**config.mk**
```make
export PLATFORM = sky130hd
export DESIGN_NAME = artl_cell
export DESIGN_NICKNAME = d
export VERILOG_FILES = /design/src/hdl/artl_pkg.sv /design/src/hdl/artl_cell.sv
export SDC_FILE = /design/constraint.sdc
export NUM_CORES = 1
export LEC_CHECK = 0
export BUFFER_PORTS_ARGS = -buffer_cell sky130_fd_sc_hd__buf_4
export CORE_AREA = 2 2 167 169
export CTS_BUF_LIST = sky130_fd_sc_hd__clkbuf_8
export CTS_CLUSTER_DIAMETER = 100
export CTS_CLUSTER_SIZE = 30
export DETAILED_ROUTE_END_ITERATION = 8
export DIE_AREA = 0 0 169 171
export GPL_ROUTABILITY_DRIVEN = 1
export PLACE_DENSITY = 0.64
export SETUP_SLACK_MARGIN = 0.2
export SLEW_MARGIN = 20
export SYNTH_ARGS = -nofsm -noshare
export SYNTH_HDL_FRONTEND = slang
export SYNTH_SLANG_ARGS = --single-unit
```
**constraint.sdc**
```tcl
create_clock -name clk_i -period 6.6 [get_ports clk_i]
set_input_delay 0.99 -clock clk_i [delete_from_list [all_inputs] [get_ports clk_i]]
set_output_delay 0.99 -clock clk_i [all_outputs]
set_load 0.01 [all_outputs]
```
**src/hdl/artl_pkg.sv**
```systemverilog
// Shared types, constants and codes of the address range table lookup unit.
package artl_pkg;

  // Table size and the widths derived from it.
  localparam int unsigned CAPACITY = 256;
  localparam int unsigned CNT_W = $clog2(CAPACITY + 1);

  // The match reduction is a registered tree of sixteen-input nodes.
  localparam int unsigned TREE_FANIN = 16;
  localparam int unsigned TREE_LVLS = ($clog2(CAPACITY) + 3) / 4;
  localparam int unsigned TREE_LEAVES = 1 << (4 * TREE_LVLS);
  localparam int unsigned TREE_CW = $clog2(TREE_LVLS) + 1;

  // Operation codes carried in the func field.
  localparam logic [1:0] FUNC_CLEAR = 2'd0;
  localparam logic [1:0] FUNC_LOAD = 2'd1;
  localparam logic [1:0] FUNC_LOOKUP = 2'd2;

  // Input transaction.
  typedef struct packed {
    logic [1:0]  func;
    logic [31:0] range_start;
    logic [31:0] range_length;
    logic [31:0] entry_tag;
    logic [31:0] target_address;
  } in_item_t;

  // Result transaction.
  typedef struct packed {
    logic        found;
    logic [31:0] hit_tag;
    logic [31:0] hit_start;
    logic [8:0]  table_count;
    logic        load_dropped;
  } out_item_t;

  // One table entry as held in a cell.
  typedef struct packed {
    logic [31:0] start;
    logic [31:0] length;
    logic [31:0] tag;
  } entry_t;

  // A cell's lookup contribution: the entry if it is the selected one, else zero.
  typedef struct packed {
    logic   sel;
    entry_t entry;
  } hit_t;

  // Per-cycle controls broadcast to every cell.
  typedef struct packed {
    logic shift_en;
    logic cmp_en;
    logic sel_en;
  } cell_ctrl_t;

  // Sequencer states.
  typedef enum logic [2:0] {
    ST_IDLE,
    ST_RUN,
    ST_SEL,
    ST_TREE,
    ST_CHECK
  } state_e;

endpackage

```
**src/hdl/artl_cell.sv**
```systemverilog
// One cell of the sorted table: holds an entry, inserts in order and flags lookup matches.
module artl_cell (
  input  logic               clk_i,
  input  artl_pkg::cell_ctrl_t ctrl_i,
  input  logic               occ_i,
  input  logic [31:0]        key_i,
  input  artl_pkg::entry_t   new_i,
  input  artl_pkg::entry_t   prev_i,
  input  logic               prev_ge_i,
  input  logic               next_le_i,
  output artl_pkg::entry_t   entry_o,
  output logic               ge_o,
  output logic               le_o,
  output artl_pkg::hit_t     hit_o
);
  import artl_pkg::*;

  entry_t entry_q;
  logic   le_q;
  hit_t   hit_q;
  logic   le_w;
  logic   sel_w;

  // An occupied cell whose start is not above the key sits before the key.
  assign le_w = occ_i && (entry_q.start <= key_i);
  assign ge_o = !le_w;

  // This cell is the last one not above the target.
  assign sel_w = le_q && !next_le_i;

  // Insertion shifts the upper part of the row by one cell; lookups compare, then select.
  always_ff @(posedge clk_i) begin
    if (ctrl_i.shift_en && !le_w) begin
      entry_q <= prev_ge_i ? prev_i : new_i;
    end
    if (ctrl_i.cmp_en) begin
      le_q <= le_w;
    end
    if (ctrl_i.sel_en) begin
      hit_q.sel   <= sel_w;
      hit_q.entry <= sel_w ? entry_q : '0;
    end
  end

  assign entry_o = entry_q;
  assign le_o    = le_q;
  assign hit_o   = hit_q;

endmodule

```
==> out/summary.txt, run 1 <==
WORST SETUP PATH
------------------------------------------------------------------------------------
Maximum fanout encountered on the critical timing path                             3
Required time at the endpoint of the critical path                           5.61 ns
Number of cell instances on the worst register-to-register path                    7
Count of buffering cells on the critical path with inverters included              3
CP Launch Type                                                             input pin
Category of the critical setup timing path                                 in -> out
CP max stage delay                                                           0.56 ns
Cell type of the slowest stage on the worst timing path                 sky130_fd_sc_hd__or4_4
Worst Setup End Kind                                                    primary output
Crit-path leading delay family                                          simple AND/OR/NAND/NOR gates
Start of the worst register-to-register path                            entry_o[76]$_DFFE_PP_
Data arrival at the endpoint of the critical path                            2.81 ns
Critical-path cell list                                                 buf_4 -> inv_1 -> ha_1 -> nand4_1 -> nor2_1 -> a22o_1 -> or4_4 -> o2bb2ai_1 -> buf_4
Cell depth of the worst setup path                                                 9
Cell occurring most often along the worst timing path                   sky130_fd_sc_hd__buf_4
Start point of the critical path                                           key_i[25]

CLOCKING
------------------------------------------------------------------------------------
Root Buffer                                                             sky130_fd_sc_hd__clkbuf_8
Number of setup buffers added after CTS                                            0
H-tree level count                                                                 4
Clock-pin transition on the worst setup and hold timing paths                0.11 ns
Clock buffer depth                                                                 2
Total clock buffers created by CTS                                                17
Number of cells upsized or downsized after cts                                     0
CTS tree                                                                         yes
Clk_lat worst skew                                                           0.47 ns
Number of sinks handled by clock tree synthesis                                  194
Number of buffers added to fix hold violations after cts                           0

FLOORPLANNING
------------------------------------------------------------------------------------
Floorplan Core Area                                                     0.0273 sq mm
Die height                                                                    171 um
Die area                                                                0.0289 sq mm
Initial Util                                                                   31.1%
Number of top-level design ports                                                 426
Placement Rows                                                                    61
Die X-Extent                                                                  169 um

GLOBAL ROUTING
------------------------------------------------------------------------------------
Met1 track demand over resource in global routing                              19.1%
Gr busiest metal                                                                met2
Wire length of the first global-routing pass                                 33.4 mm
Tot GR Track Use                                                               15.3%
Met3 track demand over resource                                                3.84%
Total congestion overflow                                                          0
Met2 Use GR                                                                    26.0%
Maximum number of pins on one net before global-route repair                      98
Number of antenna violations at the first check in global routing                  0
Vias in the first global route                                                 5,818

STA
------------------------------------------------------------------------------------
Setup repair after global routing missed its margin                               no
Transition time of the tightest slew-check pin                              0.840 ns
Final period demand of the worst path                                        3.80 ns
Final max-slew violation count                                                     0
Post-route clock period utilization                                            57.5%
Relative slew margins                                                          44.0%
Fin worst setup slack                                                        2.80 ns
Final-layout setup total negative slack                                         0 ns
Peak Freq                                                                    263 MHz
Final Setup Violations                                                             0
Setup Skew                                                                 0.0314 ns
Final number of hold-violating endpoints                                           0

LOGIC SYNTHESIS
------------------------------------------------------------------------------------
Syn nets                                                                         789
Post-synth EDFFs                                                                 194
Post-synth ARST share                                                             0%
Post-synthesis cell area                                                0.00849 sq mm
Total of flip-flops plus latches after synthesis                                 194
Sequential element share of the synthesized area                               68.6%
Synth unique cells                                                                33
Avg Synthesized Cell Area                                                 16.1 sq um
Yosys warns                                                                        0
Top_reg_cell synth                                                      sky130_fd_sc_hd__edfxtp_1
Synthesized netlist cell count                                                   526

LAYOUT
------------------------------------------------------------------------------------
Number of nets in the layout                                                   1,217
Final design area excluding fillers                                     0.0125 sq mm
Final Core Density                                                             45.8%
Number of antenna cells inserted                                                   0
Most common library cell in the layout ignoring fill and taps           sky130_fd_sc_hd__buf_4
Most frequent cells in the layout                                       sky130_fd_sc_hd__buf_4, sky130_fd_sc_hd__edfxtp_1, sky130_fd_sc_hd__and2_1, sky130_fd_sc_hd__mux2_2
Area growth syn-to-layout                                                      47.5%
Share of final-layout standard cells stronger than drive strength 1            58.5%

DETAILED ROUTING
------------------------------------------------------------------------------------
Detailed-router iteration count before antenna repair                              4
DR WL/cell                                                                   17.6 um
Vias/cell                                                                       4.41
Iteration-0 DRC count of the detailed router                                     293
Drt drc                                                                            0
Final WL                                                                     23.1 mm
Vias after detailed routing                                                    5,791
Antenna violation net count after detailed routing                                 0

PLACE
------------------------------------------------------------------------------------
IO Port Bufs                                                                     425
Area after DPL                                                          0.0121 sq mm
Worst Setup Slack post-DPL                                                   2.79 ns
Placed wire-length estimate                                                  17.6 mm
RD Place Congestion                                                            0.781

WORST HOLD PATH
------------------------------------------------------------------------------------
Path type of the worst min-delay path                                     reg -> reg
Hold Startpoint                                                         entry_o[42]$_DFFE_PP_
Hold Path Cell Cnt                                                                 1

POWER AND IR DROP
------------------------------------------------------------------------------------
Ratio of total power to cell area                                        222 mW/mm^2
Pwr Total                                                                  0.00279 W
P_leak                                                                       5.43 nW
Highest ir drop seen on vdd                                                 0.123 mV

JOB
------------------------------------------------------------------------------------
Number of maximum-capacitance constraint violations                                0

OUTCOME
------------------------------------------------------------------------------------
Run status                                                              complete, no violations

-- worst paths after layout --
check | to | slack, ns
worst max-delay path | ge_o | 2.80
worst min-delay path | hit_o[42]$_SDFFCE_PN0P_ | 0.56
worst max register to register | entry_o[16]$_DFFE_PP_ | 3.72
worst min register to register | hit_o[42]$_SDFFCE_PN0P_ | 0.56
-- state kept, by name (all words and copies together), names as in the netlist --
register and count:
hit_o 97, entry_o 96, le_o 1
-- worst reg2reg max path: cells and delay by family (launching register included) --
kind	cells	cell delay [ns]
flops	1	0.49
compound gates	3	0.55
simple gates	2	0.57
buf+inv	1	0.54
fa+ha+maj	1	0.32
-- layout make-up --
class	count	area (sq um)
fill	2513	14800
clock inverter	14	194
sequential	194	5830
tap	346	433
inverter	32	120
timing repair buffer	430	3230
clock buffer	17	234
multi-input combinational	279	2490
-- kinds of logic (layout without fill, tap and decap cells) --
logic type | Yosys count | after routing | synth area share (%)
AND/OR/NAND/NOR | 124 | 124 | 9.36
adder cells (fa/ha/maj) | 32 | 32 | 4.71
flip-flops | 194 | 194 | 68.6
multiplexers | 96 | 96 | 12.7
buffers and inverters | 53 | 493 | 2.42
AO/OA/AOI/OAI | 27 | 27 | 2.18
-- per-layer routing --
metal  vias to the layer above  share of wire (%)
met5                         -                  0
li1                       2788                  -
met3                        22                6.2
met2                       215                 51
met1                      2766                 41
met4                         0                1.9
-- power by group --
group	internal (W)	leakage, nW	switching [W]
logic	0.000261	3.30	0.000209
registers	0.00146	1.92	0.0000387
clock network	0.000325	0.211	0.000493
total	0.00205	5.43	0.000740
-- cell usage after synthesis (3+ instances only) --
master,n,share of area (%)
sky130_fd_sc_hd__nand3_1,4,0.24
sky130_fd_sc_hd__buf_2,5,0.29
sky130_fd_sc_hd__clkbuf_1,12,0.53
sky130_fd_sc_hd__a21oi_1,11,0.65
sky130_fd_sc_hd__nand2_1,6,0.27
sky130_fd_sc_hd__ha_1,32,4.7
sky130_fd_sc_hd__mux2_2,96,13
sky130_fd_sc_hd__buf_1,4,0.18
sky130_fd_sc_hd__edfxtp_1,194,69
sky130_fd_sc_hd__a21o_1,3,0.27
sky130_fd_sc_hd__inv_1,32,1.4
sky130_fd_sc_hd__and2_1,97,7.1
sky130_fd_sc_hd__nand4_1,5,0.37
-- through the flow --
stage	hold WS [ns]	cells
2_1_floorplan	0.600	526
3_3_place_gp	0.533	1281
3_5_place_dp	0.537	1281
4_1_cts	0.560	1312
5_1_grt	0.587	1312
6_report	0.557	1312
(Power assumes the default switching activity.)
==> inputs of run 2 (changes only) <==
- PLACE_DENSITY: 0.64 -> 0.62
- clock period: 6.6 -> 3.67 ns (I/O delays scaled with it)
==> run 2 against run 1 <==
Combinational power grew 83%. Clock skew shrank 0.0076 ns. Wire length grew 2.5%. Design area grew 0.34%. Core utilization grew 0.16 points. Via count grew 0.79%. First-iteration DRC count grew 19%. Sequential cell count is the same. Highest routed layer unchanged.
==> out/summary.txt, run 2 (synthesis results as in run 1) <==
OUTCOME
----------------------------------------------------------------------------------
Run status                                                            complete, no violations

CLOCKING
----------------------------------------------------------------------------------
Number of buffers added to fix hold violations after cts                         0   unchanged
Total clock buffers created by CTS                                              17   unchanged
H-tree level count                                                               4   unchanged
Clk_lat worst skew                                                         0.46 ns   about the same
Number of sinks handled by clock tree synthesis                                194   unchanged
Clock-pin transition on the worst setup and hold timing paths              0.11 ns   about the same
Number of setup buffers added after CTS                                          0   unchanged
Number of cells upsized or downsized after cts                                   0   unchanged
Root Buffer                                                           sky130_fd_sc_hd__clkbuf_8
CTS tree                                                                       yes
Clock buffer depth                                                               2   unchanged

LAYOUT
----------------------------------------------------------------------------------
Cell Count, Final, Fillers Out                                               1,315   +0.23%
Final Core Density                                                           46.0%   +0.16 points
Layout fillers                                                               2,496   -0.68%
Most common library cell in the layout ignoring fill and taps         sky130_fd_sc_hd__buf_4
Flip-flop count of the largest register, all copies and words added             97   unchanged
Number of nets in the layout                                                 1,219   +0.16%
Most frequent cells in the layout                                     sky130_fd_sc_hd__buf_4, sky130_fd_sc_hd__edfxtp_1, sky130_fd_sc_hd__and2_1, sky130_fd_sc_hd__mux2_2
Number of antenna cells inserted                                                 0   unchanged
Final design area excluding fillers                                   0.0126 sq mm   +0.34%
Share of final-layout standard cells stronger than drive strength 1          58.7%   +0.23 points
Area growth syn-to-layout                                                    48.0%

DETAILED ROUTING
----------------------------------------------------------------------------------
Vias after detailed routing                                                  5,837   +0.79%
Vias/cell                                                                     4.44   +0.56%
Iteration-0 DRC count of the detailed router                                   348   +19%
Drt drc                                                                          0   unchanged
DR WL/cell                                                                 18.0 um   +2.3%
Final WL                                                                   23.7 mm   +2.5%
Detailed-router iteration count before antenna repair                            4   unchanged
Antenna violation net count after detailed routing                               0   unchanged

POWER AND IR DROP
----------------------------------------------------------------------------------
P_leak                                                                     5.45 nW   +0.33%
Highest ir drop seen on vdd                                               0.251 mV   +100%
Power share of the clock group                                               28.8%   -0.6 points
Part of the total power dissipated in sequential elements                    53.9%   about the same
Part of the total power dissipated in combinational logic                    17.3%   +0.4 points
Ratio of total power to cell area                                      397 mW/mm^2   +79%
Sw Pwr                                                                   0.00136 W   +84%
Switching power as a share of total power                                    27.3%   +0.68 points
Internal power                                                           0.00363 W   +78%

WORST SETUP PATH
----------------------------------------------------------------------------------
Data arrival at the endpoint of the critical path                          2.59 ns   -0.22 ns
Worst Setup End Kind                                                  primary output
Category of the critical setup timing path                              reg -> out
Maximum fanout encountered on the critical timing path                           3   unchanged
CP Launch Type                                                                flop
Required time at the endpoint of the critical path                         3.12 ns   -2.49 ns

FLOORPLANNING
----------------------------------------------------------------------------------
Die height                                                                  171 um   unchanged
Floorplan Core Area                                                   0.0273 sq mm   unchanged
Die area                                                              0.0289 sq mm   unchanged
Placement Rows                                                                  61   unchanged
Initial Util                                                                 31.1%   unchanged
Die X-Extent                                                                169 um   unchanged
Number of top-level design ports                                               426   unchanged

GLOBAL ROUTING
----------------------------------------------------------------------------------
Number of antenna violations at the first check in global routing                1   +1
Tot GR Track Use                                                             15.9%   +0.54 points
Total congestion overflow                                                        0   unchanged
Wire length of the first global-routing pass                               34.1 mm   +2.2%
Maximum number of pins on one net before global-route repair                    98   unchanged
Vias in the first global route                                               5,839   +0.36%

PLACE
----------------------------------------------------------------------------------
Area after DPL                                                        0.0121 sq mm   +0.38%
Worst Setup Slack post-DPL                                                0.516 ns   -2.28 ns
Placed wire-length estimate                                                18.2 mm   +3.4%
Number of instances in the placed design                                     1,283   +0.16%
IO Port Bufs                                                                   425   unchanged
RD Place Congestion                                                          0.832   +6.6%

JOB
----------------------------------------------------------------------------------
Number of maximum-capacitance constraint violations                              0   unchanged

STA
----------------------------------------------------------------------------------
Final Setup Violations                                                           0   unchanged
Peak Freq                                                                  318 MHz
Final max-slew violation count                                                   0   unchanged
Final-layout setup total negative slack                                       0 ns   unchanged
Fin worst setup slack                                                     0.528 ns   -2.27 ns
Transition time of the tightest slew-check pin                            0.836 ns   -0.00446 ns
Final period demand of the worst path                                      3.14 ns
Relative slew margins                                                        44.3%   +0.30 points
Final number of hold-violating endpoints                                         0   unchanged
Setup repair after global routing missed its margin                             no
Setup Skew                                                               0.0238 ns   -0.00757 ns
Post-route clock period utilization                                          85.6%

WORST HOLD PATH
----------------------------------------------------------------------------------
Path type of the worst min-delay path                                    in -> reg

## run 2: changes by cell type in the layout (fill, tap and decap cells not counted)
cell                        delta
sky130_fd_sc_hd__clkinv_2      +1
sky130_fd_sc_hd__nor4_1        -1
sky130_fd_sc_hd__inv_12        +2
sky130_fd_sc_hd__inv_8         -1
sky130_fd_sc_hd__buf_12        +2
sky130_fd_sc_hd__a21boi_1      +1
sky130_fd_sc_hd__nor4_2        +1
sky130_fd_sc_hd__a21boi_0      -1
sky130_fd_sc_hd__bufinv_16     -1
## run 2: power by group through the flow
stage,clock (W),sequential [W],combinational [W]
floorplan,0,0.00281,0.000261
global placement,0,0.00274,0.000871
detailed placement,0,0.00274,0.000876
CTS,0.00149,0.00269,0.000881
global route,0.00157,0.00271,0.000932
finish,0.00144,0.00269,0.000862
## run 2: worst paths after layout
| path | to | slack [ns] | depth (start not counted) | start |
|---|---|---|---|---|
| max reg2reg | entry_o[56]$_DFFE_PP_ | 0.69 | 8 | entry_o[71]$_DFFE_PP_ |
| min reg2reg | hit_o[5]$_SDFFCE_PN0P_ | 0.55 | 1 | entry_o[5]$_DFFE_PP_ |
| min | le_o$_DFFE_PP_ | 0.30 | 1 | ctrl_i[1] |
| max | ge_o | 0.53 | 8 | entry_o[71]$_DFFE_PP_ |
## run 2: metal layers
metal	global-route usage (%)	up-vias	wire (um)	share of wire, %
li1	-	2793	-	-
met1	18.6	2792	9240	39
met2	28.3	234	12500	53
met3	4.63	18	1670	7.0
met4	4.57	0	351	1.5
met5	0	-	0	0
## run 2: area by class of cell
type | count | area, sq um | area share, %
clock buffer | 17 | 234 | 1.86
clock inverter | 15 | 190 | 1.51
inverter | 32 | 120 | 0.956
multi-input combinational | 279 | 2490 | 19.8
sequential | 194 | 5830 | 46.4
tap | 346 | 433 | 3.45
timing repair buffer | 432 | 3270 | 26.0
## run 2: worst max-delay path: stages (launching register included)
cell	delay, ns
sky130_fd_sc_hd__edfxtp_1	0.47
sky130_fd_sc_hd__ha_1	0.35
sky130_fd_sc_hd__nand4_1	0.18
sky130_fd_sc_hd__nor4_2	0.40
sky130_fd_sc_hd__a21boi_1	0.23
sky130_fd_sc_hd__a211oi_1	0.07
sky130_fd_sc_hd__buf_4	0.17
sky130_fd_sc_hd__o2bb2ai_1	0.12
sky130_fd_sc_hd__buf_4	0.15
## run 2: stage by stage
step | hold WS, ns | total power (W)
floorplan | 0.600 | 0.00307
global placement | 0.531 | 0.00361
detailed placement | 0.535 | 0.00362
CTS | 0.251 | 0.00506
global route | 0.244 | 0.00521
finish | 0.297 | 0.00499
